$ cat config.mk
export PLATFORM = sky130hd
export DESIGN_NAME = sfc_cfg_regs
export DESIGN_NICKNAME = d
export VERILOG_FILES = /design/src/sfc_pkg.sv /design/src/sfc_cfg_regs.sv
export SDC_FILE = /design/constraint.sdc
export NUM_CORES = 1
export LEC_CHECK = 0
export BUFFER_PORTS_ARGS = -buffer_cell sky130_fd_sc_hd__buf_2
export CAP_MARGIN = 20
export CORE_ASPECT_RATIO = 0.8
export CORE_MARGIN = 5
export CORE_UTILIZATION = 35
export CTS_CLUSTER_SIZE = 24
export DETAILED_ROUTE_END_ITERATION = 8
export PLACE_DENSITY_LB_ADDON = 0.12
export SETUP_SLACK_MARGIN = 0.1
export SYNTH_ARGS = -nofsm -noshare
export SYNTH_HDL_FRONTEND = slang
export SYNTH_SLANG_ARGS = --single-unit
$ cat constraint.sdc
create_clock -name clk -period 0.97 [get_ports clk]
set_clock_uncertainty 0.2 [all_clocks]
set_input_delay 0.0485 -clock clk [delete_from_list [all_inputs] [get_ports clk]]
set_output_delay 0.0485 -clock clk [all_outputs]
set_load 0.1 [all_outputs]
$ cat src/sfc_pkg.sv
package sfc_pkg;

  localparam logic [15:0] CRC_INIT = 16'hFFFF;
  localparam logic [15:0] CRC_POLY = 16'hA001;

  localparam int CFG_IDX_W = 2;
  localparam int CFG_DATA_W = 16;

  localparam logic [CFG_IDX_W-1:0] CFG_START_WORD      = 2'd0;
  localparam logic [CFG_IDX_W-1:0] CFG_MESSAGE_TYPE    = 2'd1;
  localparam logic [CFG_IDX_W-1:0] CFG_EXPECTED_LENGTH = 2'd2;
  localparam logic [CFG_IDX_W-1:0] CFG_SENSOR_CODE     = 2'd3;

  localparam logic [2:0] ST_OK         = 3'd0;
  localparam logic [2:0] ST_BAD_START  = 3'd1;
  localparam logic [2:0] ST_BAD_TYPE   = 3'd2;
  localparam logic [2:0] ST_BAD_LENGTH = 3'd3;
  localparam logic [2:0] ST_BAD_CHECK  = 3'd4;

  // header layout: start word, type word, length word
  localparam int HDR_BYTES = 6;
  localparam int MIN_LENGTH = 8;

  typedef struct packed {
    logic [15:0] start_word;
    logic [15:0] message_type;
    logic [6:0]  expected_length;
    logic [7:0]  sensor_code;
  } cfg_t;

  typedef struct packed {
    logic [2:0]  status;
    logic [7:0]  port;
    logic        sensor_match;
    logic [31:0] value_bits;
    logic [15:0] received_check;
    logic [15:0] computed_check;
  } result_t;

  // CRC-16/MODBUS update by one byte, LSB first
  function automatic logic [15:0] crc16_byte(input logic [15:0] crc_in,
                                             input logic [7:0] data);
    logic [15:0] crc;
    crc = crc_in ^ {8'h00, data};
    for (int k = 0; k < 8; k++) begin
      if (crc[0]) begin
        crc = (crc >> 1) ^ CRC_POLY;
      end else begin
        crc = crc >> 1;
      end
    end
    return crc;
  endfunction

endpackage

$ cat src/sfc_cfg_regs.sv
module sfc_cfg_regs import sfc_pkg::*; (
  input  logic                  clk,
  input  logic                  rst,
  input  logic                  cfg_we,
  input  logic [CFG_IDX_W-1:0]  cfg_index,
  input  logic [CFG_DATA_W-1:0] cfg_data,
  output cfg_t                  cfg
);

  always_ff @(posedge clk) begin
    if (rst) begin
      cfg.start_word      <= 16'hAA55;
      cfg.message_type    <= 16'h0000;
      cfg.expected_length <= 7'd8;
      cfg.sensor_code     <= 8'h00;
    end else if (cfg_we) begin
      unique case (cfg_index)
        CFG_START_WORD:      cfg.start_word      <= cfg_data;
        CFG_MESSAGE_TYPE:    cfg.message_type    <= cfg_data;
        CFG_EXPECTED_LENGTH: cfg.expected_length <= cfg_data[6:0];
        CFG_SENSOR_CODE:     cfg.sensor_code     <= cfg_data[7:0];
        default: begin
        end
      endcase
    end
  end

endmodule

# Yosys cells after proc, flatten, opt, wreduce, memory -nomap -nowiden
# Index checks and enable logic that the tools add are counted.
# totals
ff_bits	47
in_bits	21
output_inout_bits	47
elab_cells	12
# classes
n_eq_ne	3
n_reduce_logical	5
# ops
operator	n
AND reduction 2 bit	4
== test 2 bit (second input constant)	2
== test 2 x 1 -> 1 bit (second input constant)	1
logical NOT 2 bit	1

# Logic depth before layout (Yosys ltp)
# depth
word_depth	2
ltp_mapped	5
mapped_depth_nobuf	2

# Worst setup path after synthesis
# OpenSTA, ideal clock, no wires.
# synth_path
kind	register to register
start	register, netlist name cfg[11]
end	register cfg[11] in the netlist's numbering
setup_time_ns	0.072
arrival_ns	1.166
required_ns	0.698
slack_ns	-0.468
stages_incl_launch_ff	3
n_path_buf	0
period_less_slack_ns	1.438
cell_sequence	dfxtp_1 > nor2_1 > mux2i_1
# synth_rtl
element	line_no	source
end, declared	sfc_cfg_regs.sv:7	output cfg_t cfg

# Worst setup path in the final report
# layout_path
start	register cfg[32] in the netlist's numbering
end	output port cfg[32] in the netlist's numbering
# No word-level cell between the ends.

==> summary.md <==
| Metric | Value |
|---|---|
| Status | `finished, violations left` |
| Failing checks | `negative hold slack, negative setup slack` |
| Clock latency on the worst-skew pair | `0.29 ns` |
| Hold Path Class | `input pin to flip-flop` |
| Post-Synth Adder-Cell Area | `0%` |
| Critical path type | `flip-flop to output pin` |
| Fin crit period | `1.09 ns` |
| Die area | `7140 um2` |
| DRC | `0` |
| Critical path cell sequence | `buf_12` |
| Met3 Usage GRT | `~5.7%` |
| Post-Route WL | `around 4.8 mm` |
| Grt total ovfl | `0` |
| Fillers | `430` |
| Drt pass-1 iters | `4` |
| Worst Hold Slack | `-0.185 ns` |
| Root Driver | `clkbuf_8` |
| Fin crit share | `112%` |
| Row count | `24` |
| Maximum VDD drop | `0.000880 V` |
| Cells on worst reg2reg path | `3` |
| Initial Util | `35.9%` |
| Cell area after synthesis | `1940 um2` |
| Synth Area in Compound Gates | `0%` |
| Register area share after synthesis | `approximately 49%` |
| Final setup violation count | `47` |
| Vias/cell | `~4.6` |
| Met1 track utilization from global routing | `18.0%` |
| Worst stage delay on the critical path | `around 0.37 ns` |
| Die width | `93.2 um` |
| Sum Neg Setup Slack | `-4.98 ns` |
| Cells after Synth | `185` |
| Antenna diode count | `0` |
| CP required | `0.72 ns` |
| Post-Synth Simple-Gate Area | `a little under a quarter` |
| Via Count | `1486` |
| Netlist cell types | `13` |
| Critical Path AT | `0.84 ns` |
| Worst slew pin tran | `0.226 ns` |
| Final #Nets | `280` |
| Vias in the first global route | `1563` |
| I/O Buffers | `67` |
| Largest register FFs | `47` |
| Routed wire length per instance | `~15 um` |
| Antenna violations before repair | `0` |
| I/O pins | `68` |
| GRT Max-Usage Layer | `met2` |
| Fmax achieved | `921 MHz` |
| CTS Buffer Depth | `2` |
| Tot GR Track Use | `14.1%` |
| Fin. Hold Viols | `45` |
| Crit start category | `flip-flop` |
| Chip height | `76.6 um` |
| Synth-to-Final Area Change | `77.4%` |
| Largest net degree at the start of global routing | `32` |
| Antenna Violating Nets Remaining | `0` |
| Max Transition Viols Final | `0` |
| Largest family of logic cells by synthesized area | `multiplexers` |
| Slew headroom | `84.9%` |
| Critical path buffers and inverters | `1` |
| Most flops, register | `cfg` |
| Synth warnings | `0` |
| Worst setup EP type | `output pin` |
| Crit path max-delay cell type | `dfxtp_4` |
| Flip-flop and latch count after synthesis | `47` |
| First-pass GRT wire length | `7.91 mm` |
| Core area | `5410 um2` |
| Top Registers | `cfg: 47 flops` |
| M2 GR Usage | `21.5%` |
| CTS buffer count | `5` |
| Post-synthesis net count | `206` |
| Leakage | `1.44 nW` |
| Pwr Density | `1240 nW/um2` |
| Synth Area per Inst | `10.5 um2` |
| Setup ws final | `-0.116 ns` |
| H-tree Lvls | `2` |
| Worst-path clk slew | `approximately 0.08 ns` |
| RSZ-0062 raised after global routing | `yes` |
| CP top delay family | `flip-flops` |
| Post-synthesis xor/xnor area fraction | `0%` |
| First DRT Iteration DRCs | `20` |
| Hpwl dp | `approximately 3.7 mm` |
| Max FO, Critical Path | `2` |
| Gpl congestion | `0.699` |
| CP Depth | `1` |
| Max cap viols | `0` |
| Min-Delay Path Depth | `3` |
| Share of layout cells above drive strength 1 | `around 52%` |
| Clock sinks | `47` |
| Proportion of synthesized area in mux cells | `24.3%` |
| CTS tree | `built` |
[synth_stat cells]
cell	number	area share (%)
and3b_1	1	0.45
buf_2	6	1.5
buf_4	1	0.39
buf_6	1	0.58
clkbuf_1	5	0.97
dfxtp_1	47	49
mux2i_1	47	24
nand2b_1	54	17
nand3_2	1	0.52
nand3b_1	2	0.77
nor2_1	18	3.5
nor3b_2	1	0.65
or3b_1	1	0.45
[power by group]
part | switching [mW] | total [mW] | internal (mW) | leakage [nW]
registers | 0.0731 | 1.99 | 1.92 | 0.411
clock network | 0.625 | 1.12 | 0.493 | 0.0403
logic | 0.694 | 1.15 | 0.454 | 0.993
total | 1.39 | 4.26 | 2.86 | 1.44
[kinds of logic (layout without fill, tap and decap cells)]
| logic type | after synthesis | after routing |
|---|---|---|
| flip-flops | 47 | 47 |
| buffers and inverters | 13 | 88 |
| AND/OR/NAND/NOR | 78 | 78 |
| multiplexers | 47 | 47 |
[per-layer routing]
metal	vias to the layer above	share of wire, %
met5	-	0
met4	0	1.2
met3	5	7.4
met2	36	45
met1	688	46
li1	757	-
[layout make-up]
type	count	area, um2	share of cell area [%]
Clock buffer	6	72.6	2.11
Clock inverter	2	7.51	0.218
Multi-Input combinational cell	125	942	27.4
Sequential cell	47	1120	32.5
Tap cell	65	81.3	2.36
Timing Repair Buffer	80	1220	35.5
[timing repair]
item,4_1_cts,5_1_grt
hold buffers,3,1
gates resized for setup,0,4
pin swaps,0,3
setup endpoints to repair,47,62
buffers inserted,1,1
hold endpoints to repair,47,45
[worst paths after layout]
| kind | endpoint | slack (ns) | startpoint |
|---|---|---|---|
| worst max-delay path | cfg[32] | -0.12 | cfg[32]$_SDFFE_PP0P_ |
| worst min-delay path | cfg[26]$_SDFFE_PP0P_ | -0.19 | cfg_data[11] |
| worst max register to register | cfg[12]$_SDFFE_PP0P_ | 0.05 | cfg[12]$_SDFFE_PP0P_ |
| worst min register to register | cfg[27]$_SDFFE_PP0P_ | 0.31 | cfg[27]$_SDFFE_PP0P_ |
[through the flow]
step	area [um2]	worst slack [ns]	std cells	total power, mW	utilization (%)
floorplan	2130	-0.0130	185	2.71	-
global placement	3320	-0.196	314	3.17	61.4
detailed placement	3320	-0.203	314	3.18	61.4
CTS	3440	-0.134	326	4.31	63.6
global route	3440	-0.143	325	4.42	63.7
finish	3440	-0.116	325	4.26	63.7
[cell usage in the layout, fill, tap and decap left out, drive strengths merged, types with 2 or more instances in the layout]
| master | count |
|---|---|
| mux2i | 47 |
| nor2 | 18 |
| nand2b | 54 |
| dfxtp | 47 |
| clkinv | 2 |
| nand3b | 2 |
| buf | 79 |
| clkbuf | 6 |
Power figures use the tool's default switching activity.
