### src/sfc_pkg.sv
package sfc_pkg;

  localparam logic [15:0] CRC_INIT = 16'hFFFF;
  localparam logic [15:0] CRC_POLY = 16'hA001;

  localparam int CFG_IDX_W = 2;
  localparam int CFG_DATA_W = 16;

  localparam logic [CFG_IDX_W-1:0] CFG_START_WORD      = 2'd0;
  localparam logic [CFG_IDX_W-1:0] CFG_MESSAGE_TYPE    = 2'd1;
  localparam logic [CFG_IDX_W-1:0] CFG_EXPECTED_LENGTH = 2'd2;
  localparam logic [CFG_IDX_W-1:0] CFG_SENSOR_CODE     = 2'd3;

  localparam logic [2:0] ST_OK         = 3'd0;
  localparam logic [2:0] ST_BAD_START  = 3'd1;
  localparam logic [2:0] ST_BAD_TYPE   = 3'd2;
  localparam logic [2:0] ST_BAD_LENGTH = 3'd3;
  localparam logic [2:0] ST_BAD_CHECK  = 3'd4;

  // header layout: start word, type word, length word
  localparam int HDR_BYTES = 6;
  localparam int MIN_LENGTH = 8;

  typedef struct packed {
    logic [15:0] start_word;
    logic [15:0] message_type;
    logic [6:0]  expected_length;
    logic [7:0]  sensor_code;
  } cfg_t;

  typedef struct packed {
    logic [2:0]  status;
    logic [7:0]  port;
    logic        sensor_match;
    logic [31:0] value_bits;
    logic [15:0] received_check;
    logic [15:0] computed_check;
  } result_t;

  // CRC-16/MODBUS update by one byte, LSB first
  function automatic logic [15:0] crc16_byte(input logic [15:0] crc_in,
                                             input logic [7:0] data);
    logic [15:0] crc;
    crc = crc_in ^ {8'h00, data};
    for (int k = 0; k < 8; k++) begin
      if (crc[0]) begin
        crc = (crc >> 1) ^ CRC_POLY;
      end else begin
        crc = crc >> 1;
      end
    end
    return crc;
  endfunction

endpackage

### src/sfc_parser.sv
module sfc_parser import sfc_pkg::*; #(
  parameter int MAX_LENGTH = 64
) (
  input  logic       clk,
  input  logic       rst,
  input  logic       step,
  input  logic [7:0] data_byte,
  input  logic       frame_first,
  input  cfg_t       cfg,
  output logic       res_valid,
  output result_t    res
);

  localparam int POS_W = $clog2(MAX_LENGTH + 6);
  localparam int LEN_W = $clog2(MAX_LENGTH + 1);

  logic [POS_W-1:0] byte_position, byte_position_next;
  logic             receiving, receiving_next;
  logic [15:0]      crc_register, crc_register_next;
  logic [15:0]      word_holder, word_holder_next;
  logic [7:0]       port_hold, port_hold_next;
  logic [7:0]       sensor_hold, sensor_hold_next;
  logic [31:0]      value_hold, value_hold_next;
  logic [LEN_W-1:0] length_hold, length_hold_next;

  logic [POS_W-1:0] pos_b;
  logic [15:0]      crc_b;
  logic [7:0]       port_b;
  logic [7:0]       sensor_b;
  logic [31:0]      value_b;
  logic [LEN_W-1:0] len_b;
  logic [15:0]      word;
  logic [15:0]      crc_upd;
  logic [POS_W:0]   pos_x;
  logic [POS_W:0]   crc_lo_pos;
  logic [POS_W:0]   pay_idx;
  logic             match;

  always_comb begin
    // a frame start discards whatever was held
    pos_b    = frame_first ? '0 : byte_position;
    crc_b    = frame_first ? CRC_INIT : crc_register;
    port_b   = frame_first ? 8'h00 : port_hold;
    sensor_b = frame_first ? 8'h00 : sensor_hold;
    value_b  = frame_first ? 32'h0 : value_hold;
    len_b    = frame_first ? '0 : length_hold;
    word     = {(frame_first ? 8'h00 : word_holder[7:0]), data_byte};
    crc_upd  = crc16_byte(crc_b, data_byte);

    pos_x      = {1'b0, pos_b};
    crc_lo_pos = (POS_W + 1)'(len_b) + (POS_W + 1)'(4);
    pay_idx    = pos_x - (POS_W + 1)'(HDR_BYTES);
    match      = (sensor_b == cfg.sensor_code);

    byte_position_next = byte_position;
    receiving_next     = receiving;
    crc_register_next  = crc_register;
    word_holder_next   = word_holder;
    port_hold_next     = port_hold;
    sensor_hold_next   = sensor_hold;
    value_hold_next    = value_hold;
    length_hold_next   = length_hold;
    res_valid          = 1'b0;
    res                = '0;

    if (step && (frame_first || receiving)) begin
      receiving_next     = 1'b1;
      word_holder_next   = word;
      byte_position_next = pos_b + POS_W'(1);
      crc_register_next  = crc_b;
      port_hold_next     = port_b;
      sensor_hold_next   = sensor_b;
      value_hold_next    = value_b;
      length_hold_next   = len_b;

      if (pos_x < (POS_W + 1)'(HDR_BYTES)) begin
        crc_register_next = crc_upd;
        if (pos_x == (POS_W + 1)'(1) && word != cfg.start_word) begin
          receiving_next = 1'b0;
          res_valid      = 1'b1;
          res.status     = ST_BAD_START;
        end else if (pos_x == (POS_W + 1)'(3) && word != cfg.message_type) begin
          receiving_next = 1'b0;
          res_valid      = 1'b1;
          res.status     = ST_BAD_TYPE;
        end else if (pos_x == (POS_W + 1)'(5)) begin
          if (word != {9'b0, cfg.expected_length} || word < 16'(MIN_LENGTH) ||
              word > 16'(MAX_LENGTH)) begin
            receiving_next = 1'b0;
            res_valid      = 1'b1;
            res.status     = ST_BAD_LENGTH;
          end else begin
            length_hold_next = word[LEN_W-1:0];
          end
        end
      end else if (pos_x < crc_lo_pos) begin
        // payload byte: capture port, sensor code and value bytes
        crc_register_next = crc_upd;
        if (pay_idx == '0) begin
          port_hold_next = data_byte;
        end else if (pay_idx == (POS_W + 1)'(1)) begin
          sensor_hold_next = data_byte;
        end else if (pay_idx < (POS_W + 1)'(6)) begin
          value_hold_next = {value_b[23:0], data_byte};
        end
      end else if (pos_x != crc_lo_pos) begin
        // second checksum byte closes the frame
        receiving_next     = 1'b0;
        byte_position_next = '0;
        res_valid          = 1'b1;
        res.received_check = word;
        res.computed_check = crc_b;
        if (word != crc_b) begin
          res.status = ST_BAD_CHECK;
        end else begin
          res.status       = ST_OK;
          res.port         = port_b;
          res.sensor_match = match;
          res.value_bits   = match ? value_b : 32'h0;
        end
      end
    end
  end

  always_ff @(posedge clk) begin
    if (rst) begin
      byte_position <= '0;
      receiving     <= 1'b0;
      crc_register  <= CRC_INIT;
      word_holder   <= '0;
      port_hold     <= '0;
      sensor_hold   <= '0;
      value_hold    <= '0;
      length_hold   <= '0;
    end else begin
      byte_position <= byte_position_next;
      receiving     <= receiving_next;
      crc_register  <= crc_register_next;
      word_holder   <= word_holder_next;
      port_hold     <= port_hold_next;
      sensor_hold   <= sensor_hold_next;
      value_hold    <= value_hold_next;
      length_hold   <= length_hold_next;
    end
  end

endmodule
### config.mk
export PLATFORM = sky130hd
export DESIGN_NAME = sfc_parser
export DESIGN_NICKNAME = d
export VERILOG_FILES = /design/src/sfc_pkg.sv /design/src/sfc_parser.sv
export SDC_FILE = /design/constraint.sdc
export NUM_CORES = 1
export LEC_CHECK = 0
export BUFFER_PORTS_ARGS = -buffer_cell sky130_fd_sc_hd__buf_2
export CORE_MARGIN = 2
export CORE_UTILIZATION = 55
export CTS_BUF_LIST = sky130_fd_sc_hd__clkbuf_16
export DETAILED_ROUTE_END_ITERATION = 16
export PLACE_DENSITY = 0.89
export SLEW_MARGIN = 20
export SYNTH_ARGS = -nofsm -noshare
export SYNTH_HDL_FRONTEND = slang
export SYNTH_SLANG_ARGS = --single-unit
export TNS_END_PERCENT = 10
### constraint.sdc
create_clock -name clk -period 9.6 [get_ports clk]
set_clock_uncertainty 0.05 [all_clocks]
set_input_delay 0.48 -clock clk [delete_from_list [all_inputs] [get_ports clk]]
set_output_delay 0.48 -clock clk [all_outputs]
set_load 0.01 [all_outputs]
* Word-level counts from Yosys, hierarchy flattened *
Cells that the tools add are included.
Widths: inputs -> output; s select.

word-level totals
  bits of input ports = 59
  output and inout port bits = 77
  flip-flop bits (word level) = 87
  word-level logic and storage cells = 106

operators by class
  equality and inequality tests = 10
  reduce and logical (&&, ||, !) cells = 7
  magnitude comparators = 5
  muxes and demuxes = 64
  add/sub/neg operators = 3
  bitwise operators = 9

operators by type and width
  cell                 number
  $mux 76              3
  $mux 32              7
  $mux 16              11
  $mux 8               10
  $mux 73              1
  $mux 7               10
  $ne 16x16->1         3
  $mux 41              1
  $not 2->3            8
  $gt 16x7->1 const B  1
  $lt 16x4->1 const B  1
  $ne 16x7->1          1
  $xor 16x8->16        1
  $mux 1               15
  $add 7x3->8 const B  1
  $eq 8x1->1 const B   1
  $eq 8x8->1           1
  $logic_not 8->1      1
  $lt 7x8->1           1
  $lt 8x3->1 const B   1
  $mux 2               4
  $ne 7x8->1           1
  $sub 7x3->8 const B  1
  $add 7x1->7 const B  1
  other kinds (7)      12

* Depth between registers and ports, before layout *
  depth after elaboration = 20
  mapped depth = 19
  depth with buffers taken out = 12

* Least setup slack after synthesis *
OpenSTA, ideal clock, no wires.

  kind = input to output
  from = input frame_first
  to = output res[55] (netlist name)
  data required time = 9070 ps
  slack = 5283 ps
  stages on the path = 19
  arrival time = 3787 ps
  buffers on the path = 7
  cells stage by stage = buf_2 buf_2 buf_2 buf_2 clkbuf_1 nor2b_1 ha_1 nand3_1 xnor2_1 nand2b_1 ha_1 nand3_1 a21oi_2 a211o_1 and4_1 buf_2 and4_1 buf_2 and2_1

RTL lines
  what                line              text
  start: declaration  sfc_parser.sv:8   input logic frame_first,
  end: declaration    sfc_parser.sv:11  output result_t res

==> flow_summary.json <==
{
  "maxCapViolations": 0,
  "ys_async_sr_fraction_pct": 0,
  "start_kind": "primary input",
  "synth_seq_cells": 87,
  "grt_max_degree": 79,
  "gp_congestion": 0.887,
  "synthFlopType": "dfxtp_1",
  "r2r_start": "length_hold[2]$_SDFFE_PP0P_",
  "dp_hpwl_mm": 10.5,
  "leakage_nw": 3.00,
  "rsz0062_at_grt": "no",
  "drc": 0,
  "worst_setup_path_end_kind": "primary output",
  "die_w_um": 104,
  "synthCells": 672,
  "max_slew.worst_pin.slew_ns": 0.879,
  "relSlewSlack_pct": 41.2,
  "crit_buf_inv": 3,
  "synth_top_area_cell": "dfxtp_1",
  "peakVddDrop_uv": 65.4,
  "start_util_pct": 56.7,
  "grt_first_pass_wirelength_mm": 25.1,
  "dieArea_um2": 10900,
  "first_global_vias": 5142,
  "io_buffers": 135,
  "insertion_delay_ns": 0.34,
  "clkTransAtPathRegs_ns": 0.07,
  "drtPass1Iterations": 5,
  "drt_iter0_markers": 463,
  "yosys-top-cells-area": "dfxtp_1 31%, and2_1 7.9%, a22o_1 6.0%",
  "tritoncts": "done",
  "die-height_um": 104,
  "drt_wl_total_mm": 15.5,
  "htreeDepth": 3,
  "synth.distinct_cells": 64,
  "nets": 843,
  "cts.sink_count": 87,
  "vias": 5482,
  "fp-row-count": 36,
  "status": "completed",
  "synth_commonest_cells": "87 x dfxtp_1, 80 x nor2_1, 70 x and2_1, 47 x nand2_1, 38 x a22o_1",
  "core_area_um2": 9770,
  "num_io_pins": 136,
  "rr_endpoint": "value_hold[22]$_SDFFE_PP0P_",
  "detail-route-antenna-nets": 0,
  "fmax_mhz": 206,
  "crit_required_ns": 9.07,
  "hold_viol_final": 0,
  "syn_to_final_growth_pct": 17.5,
  "postCtsSetupBuffers": 0,
  "ys_warn_count": 0,
  "crit_end": "res[62]",
  "grt_antenna_before_repair": 0,
  "cpMaxStageDelayCell": "and4_1",
  "rrSetupSlack_ns": 6.14,
  "cts_buffers": 9,
  "overflow": 0,
  "cts_resized": 0,
  "viasPerCell": 6.04,
  "grt_usage_pct": 28.1,
  "period_share_pct": 50.5,
  "critPathMaxFanout": 78,
  "synth_edf_count": 0,
  "finalMaxSlewViolations": 0,
  "cp.arrival_ns": 4.32,
  "ys_seq_area_share_pct": 31.4,
  "path_cells": "buf_2 -> buf_4 -> nor2b_1 -> ha_1 -> nand3_1 -> xnor2_1 -> nand2b_1 -> ha_1 -> nand3_1 -> a21oi_2 -> a211o_1 -> and4_1 -> and4_1 -> and2_1 -> buf_2",
  "timing.final.crit_period_ns": 4.85,
  "hold_ws_ns": 0.428,
  "reg2regPathDepth": 12,
  "critical_path_class": "primary input to primary output",
  "synth_nets": 745,
  "setup_viol": 0,
  "diodes": 0,
  "cts_max_path_buffers": 2,
  "cp-startpoint": "frame_first",
  "powerDensity_nw_per_um2": 132,
  "yosysMostFrequentCell": "dfxtp_1",
  "path_depth": 15,
  "synth_top_area_share_pct": 31.4,
  "tns_ns": 0,
  "cpPeakStageDelay_ns": 0.77,
  "wl_per_cell_um": 17.1,
  "root_buffer": "clkbuf_16",
  "syn-cell-area_um2": 5540,
  "critical_path.top_delay_family": "simple AND/OR/NAND/NOR gates",
  "hold_buffers": 0,
  "syn_avg_cell_area_um2": 8.25,
  "drive_gt1_share_pct": 21.9,
  "hp-class": "flop to flop"
}
[power by group]
part | leakage [nW] | internal [mW] | switching [mW]
combinational | 2.15 | 0.0537 | 0.0747
sequential | 0.706 | 0.370 | 0.0132
clock | 0.143 | 0.184 | 0.165
total | 3.00 | 0.608 | 0.252
[worst min path at each step]
| stage | end | depth (start not counted) | startpoint | slack, ns |
|---|---|---|---|---|
| floorplan | crc_register[0]$_SDFFE_PP1P_ | 2 | crc_register[0]$_SDFFE_PP1P_ | 0.39 |
| global placement | value_hold[29]$_SDFFE_PP0P_ | 1 | value_hold[29]$_SDFFE_PP0P_ | 0.40 |
| detailed placement | value_hold[29]$_SDFFE_PP0P_ | 1 | value_hold[29]$_SDFFE_PP0P_ | 0.41 |
| CTS | value_hold[29]$_SDFFE_PP0P_ | 1 | value_hold[29]$_SDFFE_PP0P_ | 0.43 |
| global route | length_hold[1]$_SDFFE_PP0P_ | 1 | length_hold[1]$_SDFFE_PP0P_ | 0.45 |
| finish | value_hold[29]$_SDFFE_PP0P_ | 1 | value_hold[29]$_SDFFE_PP0P_ | 0.43 |
[final cells by class]
class	instances	area, µm²
timing repair buffer	139	713
sequential	87	1740
clock inverter	7	67.6
fill	787	3260
tap	133	166
multi-input combinational	524	3560
inverter	9	33.8
clock buffer	9	225
[cells by family (layout without fill, tap and decap cells)]
logic type	after synthesis	in the layout	synth area share, %
AOI/OAI and AO/OA	136	136	18.3
xor gates and xnor gates	65	65	10.8
adders and majority gates	14	14	3.16
buffers and inverters	61	164	4.70
DFF	87	87	31.4
muxes	20	20	3.61
and+or+nand+nor	289	289	28.0
[stage by stage]
step	utilization [%]	worst slack [ns]	instances	total power, mW	cell area (µm²)
3_5_place_dp	63.5	4.82	891	0.516	6200
3_3_place_gp	63.5	5.17	891	0.509	6200
5_1_grt	66.6	4.34	908	0.888	6510
6_report	66.6	4.75	908	0.860	6510
2_1_floorplan	-	5.28	672	0.476	5540
4_1_cts	66.4	4.77	907	0.859	6490
[placed cells by master (no fill, tap or decap), drive strengths merged, types with 2 or more instances in the layout]
cell type / instances
a211oi: 3
a21o: 2
a21oi: 24
a22o: 38
a31oi: 14
and2: 70
and4: 3
buf: 139
clkbuf: 9
dfxtp: 87
ha: 14
inv: 14
mux2i: 20
nand2: 47
nand2b: 5
nand3: 15
nand3b: 3
nand4: 4
nand4b: 2
nor2: 81
nor2b: 16
nor3: 13
nor3b: 2
nor4: 10
nor4bb: 10
o211a: 2
o211ai: 15
o21ai: 15
o2bb2ai: 2
o32ai: 10
or2: 2
or3: 2
xnor2: 34
xnor3: 2
xor2: 29
[state kept, by name (all words and copies together) (netlist names)]
register       cells
value_hold        32
receiving          1
port_hold          8
word_holder        8
byte_position      7
length_hold        7
crc_register      16
sensor_hold        8
[layer usage]
metal / share of wire, % / vias to the layer above / global-route usage (%)
met3: 8.1 / 37 / 4.64
met2: 49 / 291 / 48.4
met1: 40 / 2595 / 34.5
met4: 2.7 / 0 / 12.3
met5: 0 / - / 0
li1: - / 2559 / -
No activity file was read; power rests on OpenSTA's default activity.
